### src/qai_pkg.sv
package qai_pkg;

	localparam int QW = 32;

	// operation codes of the cmd field
	localparam logic CMD_ROTATE = 1'b0;
	localparam logic CMD_LOAD   = 1'b1;

	typedef struct packed {
		logic              cmd;
		logic signed [31:0] roll_step;
		logic signed [31:0] pitch_step;
		logic signed [31:0] yaw_step;
		logic              body_frame;
		logic signed [31:0] load_w;
		logic signed [31:0] load_x;
		logic signed [31:0] load_y;
		logic signed [31:0] load_z;
	} req_t;

	typedef struct packed {
		logic signed [31:0] out_w;
		logic signed [31:0] out_x;
		logic signed [31:0] out_y;
		logic signed [31:0] out_z;
		logic              zero_length;
	} rsp_t;

	typedef enum logic [2:0] {
		ST_IDLE,
		ST_MUL,
		ST_UPD,
		ST_SQR,
		ST_SQRT,
		ST_DIV,
		ST_DONE
	} state_t;

	// clamp a 67-bit signed sum to the 32-bit signed range
	function automatic logic signed [31:0] sat32(input logic signed [66:0] v);
		logic signed [31:0] r;
		if (v > 67'sd2147483647) begin
			r = 32'sh7fffffff;
		end else if (v < -67'sd2147483648) begin
			r = 32'sh80000000;
		end else begin
			r = v[31:0];
		end
		return r;
	endfunction

endpackage

### src/qai_div.sv
module qai_div import qai_pkg::*; (
	input  logic        clk,
	input  logic        arst_n,
	input  logic        start,
	input  logic [63:0] num,
	input  logic [32:0] den,
	output logic        done,
	output logic        ovf,
	output logic [32:0] quo
);

	logic [32:0] rem_q;
	logic [32:0] lo_q;
	logic [32:0] quo_q;
	logic [5:0]  cnt_q;
	logic        busy_q;
	logic        done_q;
	logic        ovf_q;
	logic [33:0] t;
	logic        fits;

	// quotient wider than 33 bits is flagged, never computed
	assign fits = {2'b00, num} < {den, 33'd0};
	assign t    = {rem_q, lo_q[32]};

	always_ff @(posedge clk or negedge arst_n) begin
		if (!arst_n) begin
			busy_q <= 1'b0;
			done_q <= 1'b0;
		end else begin
			done_q <= 1'b0;
			if (start) begin
				busy_q <= fits;
				done_q <= !fits;
			end else if (busy_q && cnt_q == 6'd0) begin
				busy_q <= 1'b0;
				done_q <= 1'b1;
			end
		end
	end

	// restoring division, one quotient bit per cycle
	always_ff @(posedge clk) begin
		if (start) begin
			ovf_q <= !fits;
			rem_q <= {2'b00, num[63:33]};
			lo_q  <= num[32:0];
			quo_q <= '0;
			cnt_q <= 6'd32;
		end else if (busy_q) begin
			if (t >= {1'b0, den}) begin
				rem_q <= 33'(t - {1'b0, den});
				quo_q <= {quo_q[31:0], 1'b1};
			end else begin
				rem_q <= t[32:0];
				quo_q <= {quo_q[31:0], 1'b0};
			end
			lo_q  <= {lo_q[31:0], 1'b0};
			cnt_q <= cnt_q - 6'd1;
		end
	end

	assign done = done_q;
	assign ovf  = ovf_q;
	assign quo  = quo_q;

endmodule

### config.mk
export PLATFORM = sky130hd
export DESIGN_NAME = qai_div
export DESIGN_NICKNAME = d
export VERILOG_FILES = /design/src/qai_pkg.sv /design/src/qai_div.sv
export SDC_FILE = /design/constraint.sdc
export NUM_CORES = 1
export LEC_CHECK = 0
export BUFFER_PORTS_ARGS = -buffer_cell sky130_fd_sc_hd__buf_2
export CAP_MARGIN = 0
export CORE_MARGIN = 2
export CORE_UTILIZATION = 27
export CTS_BUF_LIST = sky130_fd_sc_hd__clkbuf_4
export CTS_CLUSTER_DIAMETER = 100
export CTS_CLUSTER_SIZE = 28
export DETAILED_ROUTE_END_ITERATION = 10
export PLACE_DENSITY = 0.44
export SLEW_MARGIN = 0
export SYNTH_ARGS = -nofsm -noshare
export SYNTH_HDL_FRONTEND = slang
export SYNTH_SLANG_ARGS = --single-unit
export TNS_END_PERCENT = 5
### constraint.sdc
create_clock -name clk -period 9 [get_ports clk]
set_input_delay 0.9 -clock clk [delete_from_list [all_inputs] [get_ports clk]]
set_output_delay 0.9 -clock clk [all_outputs]
set_load 0.005 [all_outputs]
==> flow_summary.ini <==
[status]
status = finished clean

[cts]
post_cts_buffers = 0
clk_pin_slew_ps = 230
clockRootBuffer = clkbuf_4
cts_tree = built
cts_sinks = 108
htreeDepth = 3
numCtsBuffers = 9
ctsResizeCount = 0
clkLatencyLatePin_ps = 520
holdBufCountCts = 0
cts_buffer_depth = 2

[sta]
slew-limit-headroom = 0.444
timing.fmax_mhz = 275
setup_violations = 0
grt_setup_unrepaired = false
tightest_slew_ps = 834
hold_viol = 0
finClkSkew_ps = 39.6
finalCriticalPeriod_ps = 3640
slew_violations = 0
finalCritPeriodShare = 0.404
tns_ps = 0
setup_ws_ps = 5360

[grt]
grt_pass1_vias = 6007
overflow = 0
grt_max_degree = 64
grt_usage = 0.138
grt_pass1_wl_um = 31300
antenna_found_initial = 10

[yosys]
async_reset_ff_frac = 0.0185
syn_area_mm2 = 0.00727
synth_compound_area_frac = 0.169
syn_avg_cell_area_um2 = 9.55
syn_inst = 761
synth_enable_flop_cells = 65
synthSimpleGateAreaFrac = 0.147
synth_top_family_by_area = compound AO/OA/AOI/OAI gates
synth_fp_nets = 926
muxShareOfSynthArea = 0.101
ys_warn_count = 0
synthAdderAreaFrac = 0.113
yosysSeqAreaShare = 0.388
synth_cell_types = 68
synth-xor-area-share = 0.0325
ys_seq_elements = 108
dominantRegCellSynth = edfxtp_1

[critical_path]
cp.required_ps = 9310
start_kind = register
path_common_cell = inv_1
criticalPathCategory = register to register
arrival_ps = 3950
critPathCaptureType = register
cpPeakStageDelay_ps = 650
critPathMaxFanout = 36
cp_slowest_cell = or4b_1
worstPathCellList = inv_1 -> ha_1 -> inv_1 -> fa_1 -> a21oi_2 -> o211ai_1 -> o211ai_2 -> a311o_2 -> or4b_1 -> nand2_4 -> nor3_1 -> o32a_1
r2r_cells = 12
rr_startpoint = lo_q[32]$_DFFE_PP_
ff2ff_setup_slack_ps = 5360
rr_endpoint = rem_q[24]$_DFFE_PP_

[floorplanning]
placementRows = 60
dieArea_mm2 = 0.0282
io_pins = 135
dieWidth_um = 168
start_util = 0.272
coreArea_mm2 = 0.0267
die_y_um = 168

[routing]
ant_nets = 0
num_vias = 5911
route.detailed.drc = 0
wl_per_cell_um = 15.7
dr.pass1.iters = 5
routed_wl_um = 19300
drt_iter0_drc = 234
via_per_inst = 4.83

[layout]
drive_gt1_frac = 0.235
multi_input_area_mm2 = 0.00409
nFillCells = 2828
mostFrequentLayoutCells = buf_2, nor2_1, edfxtp_1
final-seq-area_mm2 = 0.00282
layout_commonest_cell = buf_2
areaGrowthSynthToFinish_pct = 15.5
final_nets = 1038

[flow_run]
maxCapViolCount = 0

[place]
hpwl_um = 14000
dp_slack_ps = 4790
gp_congestion = 0.771
io_buffers = 134

[worst_hold_path]
hold_path_class = primary input to asynchronous set/reset pin

[power_and_ir_drop]
ir_drop_mv = 0.0917
power.density_mw_per_mm2 = 267
p_leak_nw = 3.97
[routing by layer]
metal,up-vias,share of wire,global-route usage,wire length [um]
met5,-,0.0029,0,55
met4,8,0.0086,0.0262,165
met3,19,0.064,0.0456,1240
met2,123,0.45,0.227,8660
met1,2749,0.47,0.179,9140
li1,3012,-,-,-
[registers in the layout, summed over array words and instances, names as in the netlist]
name    cells
busy_q      1
cnt_q       6
done        1
lo_q       33
ovf         1
quo        33
rem_q      33
[per-stage QoR]
stage | power (mW) | util | hold WS, ps | instance area (um2) | instances
floorplan | 1.71 | - | 450 | 7270 | 761
global placement | 1.98 | 0.308 | 461 | 8220 | 1203
detailed placement | 1.97 | 0.308 | 475 | 8220 | 1203
CTS | 2.27 | 0.314 | 80.3 | 8380 | 1219
global route | 2.44 | 0.314 | 80.8 | 8390 | 1222
finish | 2.24 | 0.314 | 128 | 8400 | 1225
[worst max-delay path: cells and delay by family (launching register included)]
family / cells / cell delay, ps
flops: 1 / 400
compound gates: 5 / 1100
fa+ha+maj: 2 / 590
simple gates: 3 / 1190
buf+inv: 2 / 150
[power breakdown]
group / internal (mW) / switching, mW
clock: 0.0702 / 0.213
combinational: 0.495 / 0.719
sequential: 0.680 / 0.0672
total: 1.24 / 0.998
[Yosys cell counts, drive strengths merged, types with 4 or more instances]
| library cell | instances | area (um2) |
|---|---|---|
| a211oi | 8 | 65.1 |
| a21o | 40 | 300 |
| a21oi | 40 | 226 |
| a311oi | 4 | 35.0 |
| a31oi | 23 | 144 |
| and2 | 6 | 40.0 |
| and3 | 7 | 43.8 |
| buf | 18 | 106 |
| clkbuf | 19 | 71.3 |
| dfxtp | 41 | 821 |
| edfxtp | 65 | 1950 |
| ha | 64 | 801 |
| inv | 48 | 180 |
| mux2 | 33 | 372 |
| mux2i | 36 | 360 |
| nand2 | 64 | 248 |
| nand3 | 16 | 80.1 |
| nand4 | 8 | 50.1 |
| nor2 | 77 | 289 |
| nor3 | 25 | 135 |
| o211ai | 4 | 35.0 |
| o21ai | 22 | 114 |
| o21bai | 6 | 48.8 |
| o31ai | 5 | 37.5 |
| or2 | 4 | 25.0 |
| or3 | 4 | 25.0 |
| xnor2 | 15 | 131 |
| xor2 | 12 | 105 |
[logic make-up after synthesis]
family,after synthesis
AOI/OAI and AO/OA,178
xor gates and xnor gates,27
adders and majority gates,65
buffers and inverters,85
DFF,108
muxes,69
and+or+nand+nor,229
[area by class of cell]
class / instances / area share
antenna: 6 / 0.00179
clock buffer: 9 / 0.00805
clock inverter: 7 / 0.0109
inverter: 48 / 0.0215
multi-input combinational: 568 / 0.487
sequential: 108 / 0.336
tap: 341 / 0.0508
timing repair buffer: 138 / 0.0838
[how the worst max path moves through the flow]
stage / from / to / slack, ps / cells after the start
global route: lo_q[32]$_DFFE_PP_ / rem_q[24]$_DFFE_PP_ / 5120 / 12
global placement: den[0] / rem_q[24]$_DFFE_PP_ / 4900 / 12
CTS: lo_q[32]$_DFFE_PP_ / rem_q[24]$_DFFE_PP_ / 5340 / 12
floorplan: den[0] / rem_q[24]$_DFFE_PP_ / 5370 / 13
detailed placement: den[0] / rem_q[24]$_DFFE_PP_ / 4790 / 12
finish: lo_q[32]$_DFFE_PP_ / rem_q[24]$_DFFE_PP_ / 5360 / 12
Note: power is estimated with default switching activity, not from simulation.
