--- src/qai_pkg.sv ---
package qai_pkg;

	localparam int QW = 32;

	// operation codes of the cmd field
	localparam logic CMD_ROTATE = 1'b0;
	localparam logic CMD_LOAD   = 1'b1;

	typedef struct packed {
		logic              cmd;
		logic signed [31:0] roll_step;
		logic signed [31:0] pitch_step;
		logic signed [31:0] yaw_step;
		logic              body_frame;
		logic signed [31:0] load_w;
		logic signed [31:0] load_x;
		logic signed [31:0] load_y;
		logic signed [31:0] load_z;
	} req_t;

	typedef struct packed {
		logic signed [31:0] out_w;
		logic signed [31:0] out_x;
		logic signed [31:0] out_y;
		logic signed [31:0] out_z;
		logic              zero_length;
	} rsp_t;

	typedef enum logic [2:0] {
		ST_IDLE,
		ST_MUL,
		ST_UPD,
		ST_SQR,
		ST_SQRT,
		ST_DIV,
		ST_DONE
	} state_t;

	// clamp a 67-bit signed sum to the 32-bit signed range
	function automatic logic signed [31:0] sat32(input logic signed [66:0] v);
		logic signed [31:0] r;
		if (v > 67'sd2147483647) begin
			r = 32'sh7fffffff;
		end else if (v < -67'sd2147483648) begin
			r = 32'sh80000000;
		end else begin
			r = v[31:0];
		end
		return r;
	endfunction

endpackage

--- src/qai_sqrt.sv ---
module qai_sqrt import qai_pkg::*; (
	input  logic        clk,
	input  logic        arst_n,
	input  logic        start,
	input  logic [63:0] s,
	output logic        done,
	output logic [31:0] root
);

	logic [63:0] rem_q;
	logic [63:0] res_q;
	logic [63:0] bit_q;
	logic        busy_q;
	logic        done_q;
	logic [64:0] trial;

	assign trial = {1'b0, res_q} + {1'b0, bit_q};

	// one result bit per cycle, 32 steps
	always_ff @(posedge clk or negedge arst_n) begin
		if (!arst_n) begin
			busy_q <= 1'b0;
			done_q <= 1'b0;
		end else begin
			done_q <= 1'b0;
			if (start) begin
				busy_q <= 1'b1;
			end else if (busy_q && bit_q == 64'd1) begin
				busy_q <= 1'b0;
				done_q <= 1'b1;
			end
		end
	end

	always_ff @(posedge clk) begin
		if (start) begin
			rem_q <= s;
			res_q <= '0;
			bit_q <= 64'd1 << 62;
		end else if (busy_q) begin
			if ({1'b0, rem_q} >= trial) begin
				rem_q <= 64'({1'b0, rem_q} - trial);
				res_q <= (res_q >> 1) + bit_q;
			end else begin
				res_q <= res_q >> 1;
			end
			bit_q <= bit_q >> 2;
		end
	end

	assign done = done_q;
	assign root = res_q[31:0];

endmodule

--- config.mk ---
export PLATFORM = sky130hd
export DESIGN_NAME = qai_sqrt
export DESIGN_NICKNAME = d
export VERILOG_FILES = /design/src/qai_pkg.sv /design/src/qai_sqrt.sv
export SDC_FILE = /design/constraint.sdc
export NUM_CORES = 1
export LEC_CHECK = 0
export BUFFER_PORTS_ARGS = -buffer_cell sky130_fd_sc_hd__buf_2
export CAP_MARGIN = 25
export CORE_MARGIN = 4
export CORE_UTILIZATION = 45
export DETAILED_ROUTE_END_ITERATION = 10
export SYNTH_ARGS = -nofsm -noshare
export SYNTH_HDL_FRONTEND = slang
export SYNTH_SLANG_ARGS = --single-unit
export TNS_END_PERCENT = 30
--- constraint.sdc ---
create_clock -name clk -period 10.7 [get_ports clk]
set_clock_uncertainty 0.2 [all_clocks]
set_input_delay 2.14 -clock clk [delete_from_list [all_inputs] [get_ports clk]]
set_output_delay 2.14 -clock clk [all_outputs]
set_load 0.02 [all_outputs]
==> impl_metrics.tcl <==
set metrics [dict create \
    worst_hold_path.endpoint "res_q[0]" \
    finalSetupViolCount 0 \
    dp_hpwl_um 35700 \
    cts_buffers 17 \
    postSynthNetCount 2149 \
    drt-initial-drc-count 1167 \
    whs_ns 0.318 \
    wirelength_um 47500 \
    portBuffers 99 \
    vdd_drop_max_uv 172 \
    num_rows 67 \
    io_pins 100 \
    synthXorXnorAreaFrac 0.0843 \
    synthMuxAreaShare 0.0333 \
    layout.nets 2133 \
    syn_inst 1951 \
    viasPerCell 6.06 \
    finalPower_mw 3.84 \
    start_util 0.458 \
    drc 0 \
    period_share 0.733 \
    wl_per_cell_um 19.8 \
    cp.required_ns 10.57 \
    rrSetupSlack_ns 2.85 \
    p_per_area_nw_per_um2 234 \
    syn-mean-instance-area_um2 7.88 \
    synthSimpleGateAreaFrac 0.199 \
    ctsHoldBuffers 0 \
    fp.coreArea_um2 33600 \
    finalWeightedCongestion 0.964 \
    placedCellCount 2363 \
    layout_common_cells "210 x nand2_1, 161 x nor2_1, 157 x o21ai_0, 136 x a21oi_1, 130 x ha_1" \
    crit_path_start_kind "flip-flop" \
    layout_min_cycle_time_ns 7.85 \
    area_growth_pct 6.72 \
    slew_violations 0 \
    tritoncts "done" \
    finalHoldViolations 0 \
    htreeDepth 4 \
    min_path_type "flip-flop to flip-flop" \
    max_slew_margin 0.371 \
    setup_ws_ns 2.85 \
    dpl_cell_area_um2 15800 \
    yosysSeqAreaShare 0.253 \
    clock-sinks 162 \
    fin_tns_setup_ns 0 \
    clkTransAtPathRegs_ns 0.07 \
    grt_pass1_wl_um 75100 \
    grt_start_max_net_pins 96 \
    worst-r2r-cell-count 23 \
    post_cts_buffers 0 \
    synth_fa_ha_area_frac 0.107 \
    antenna_cells 0 \
    ys.flop_type "dfxtp_1" \
    r2r-start "res_q[8]" \
    final_common_cell "nand2_1" \
    cp_max_fo 64 \
    stdcell_count 2396 \
    vias 14500 \
    outcome "completed" \
    insertion_delay_ns 0.46 \
    clock-root-buffer "clkbuf_16" \
    async_flop_share 0.0123 \
    whs_path_depth 2 \
    worst_r2r_endpoint "rem_q[57]" \
    power_leakage_nw 6.53 \
    drv_cap 0 \
    max_clock_freq_mhz 127 \
    critPathArrivalTime_ns 7.72 \
    syn-cell-area_um2 15400 \
    ant_nets 0 \
    synth_seq_cells 162 \
    antenna_found_initial 0 \
    crit_type "flip-flop to flip-flop" \
    synth-edff-count 64 \
    synth_top_family_by_area "compound AO/OA/AOI/OAI gates" \
    grt.overflow.total 0 \
    grt_pass1_vias 13600 \
    min_from "res_q[0]" \
    yosys_warnings 0 \
    cts.path.max_buffers 2 \
    worst_slew_pin_slew_ns 0.943 \
    grt_setup_unrepaired "no" \
    dpl_worst_slack_ns 3.00 \
    synth_cell_types 79 \
    firstDrtPassIters 5 \
    die_x_um 193 \
    die_y_um 193 \
    drive_gt1_frac 0.0980 \
    endpoint_kind "flip-flop" \
    cts_resized 0 \
    die_area_um2 37200 \
    fin_area_um2 16400 \
    final_util 0.488 \
    synth_compound_area_frac 0.263 \
    grtUsageTotal 0.253 \
]
synthesized netlist by cell type (6+ instances only):
cell type | n | area, um^2
o211ai_1 | 9 | 67.6
xnor2_1 | 84 | 736
a21o_1 | 47 | 353
a211oi_1 | 42 | 315
a21boi_0 | 6 | 45.0
and3_1 | 18 | 113
nand3_1 | 35 | 175
buf_1 | 7 | 26.3
mux2i_1 | 41 | 410
ha_1 | 130 | 1630
buf_2 | 18 | 90.1
and2_1 | 12 | 75.1
edfxtp_1 | 64 | 1920
o311ai_0 | 9 | 78.8
o21ai_0 | 158 | 791
or2_2 | 7 | 43.8
a31oi_1 | 60 | 375
nor3_1 | 47 | 235
nor4_1 | 19 | 119
nor2_1 | 161 | 604
or3_1 | 24 | 150
o31ai_1 | 13 | 97.6
mux2_2 | 9 | 101
dfxtp_1 | 96 | 1920
nand2_1 | 210 | 788
and4_1 | 8 | 70.1
nor2b_1 | 14 | 87.6
o21bai_1 | 25 | 188
o21a_1 | 14 | 105
buf_4 | 35 | 263
o21ai_1 | 6 | 30.0
a31o_2 | 12 | 105
a311oi_1 | 15 | 131
xor2_1 | 64 | 561
nand4_1 | 57 | 357
inv_1 | 55 | 206
a311oi_2 | 6 | 90.1
a21oi_1 | 137 | 686
clkbuf_1 | 78 | 293
nor3b_1 | 6 | 45.0
nand2b_1 | 8 | 50.1
report_power, final:
| group | internal, mW | total, mW | leakage, nW | switching [mW] |
|---|---|---|---|---|
| Sequential | 0.868 | 0.967 | 1.46 | 0.0986 |
| Combinational | 0.842 | 2.23 | 4.79 | 1.39 |
| Clock | 0.346 | 0.634 | 0.276 | 0.288 |
sequential cells by signal (all words and copies together), names as in the netlist:
| signal | cells |
|---|---|
| rem_q | 64 |
| bit_q | 32 |
| res_q | 64 |
| done | 1 |
| busy_q | 1 |
logic make-up (layout without fill, tap and decap cells):
| kind of cell | Yosys count | in the layout |
|---|---|---|
| adder cells (fa/ha/maj) | 131 | 131 |
| AO/OA/AOI/OAI | 617 | 617 |
| AND/OR/NAND/NOR | 644 | 644 |
| multiplexers | 50 | 50 |
| flip-flops | 162 | 162 |
| XOR/XNOR | 148 | 148 |
| buffers and inverters | 199 | 196 |
cell type report:
| class | count | area [um^2] |
|---|---|---|
| sequential | 162 | 3900 |
| fill | 3341 | 17200 |
| timing repair buffer | 109 | 597 |
| tap | 448 | 561 |
| multi-input combinational | 1590 | 10600 |
| clock buffer | 17 | 425 |
| clock inverter | 15 | 158 |
| inverter | 55 | 206 |
worst max path at each step:
stage | cells after the start | start | to
after floorplan | 24 | res_q[8] | rem_q[0]
after global placement | 23 | res_q[6] | rem_q[33]
after detailed placement | 23 | res_q[6] | rem_q[33]
after CTS | 23 | res_q[6] | rem_q[43]
after global routing | 23 | res_q[8] | rem_q[43]
final | 23 | res_q[8] | rem_q[57]
per-layer routing:
metal | GRT usage | up-vias | share of wire
li1 | - | 7199 | -
met1 | 0.338 | 6872 | 0.45
met2 | 0.438 | 395 | 0.49
met3 | 0.0336 | 46 | 0.046
met4 | 0.0501 | 0 | 0.014
met5 | 0 | - | 0
critical path, cell delays in order (launching register included):
cell and delay (ns):
dfxtp_1 0.41, ha_1 0.40, nand4_1 0.15, o31ai_1 0.68, a21oi_1 0.18, o31ai_1 0.53, a31o_2 0.25, nand2_1 0.07
nand2b_1 0.12, and2_1 0.15, o21ai_0 0.09, xor2_1 0.18, ha_1 0.38, nand2_1 0.11, nor4b_1 0.55, o211ai_1 0.22
a211oi_1 0.64, o31ai_1 0.23, nand3b_1 0.25, a21oi_4 0.07, buf_4 0.33, or2_1 0.35, o21ai_4 0.12, buf_4 0.64
Power figures use the tool's default switching activity.
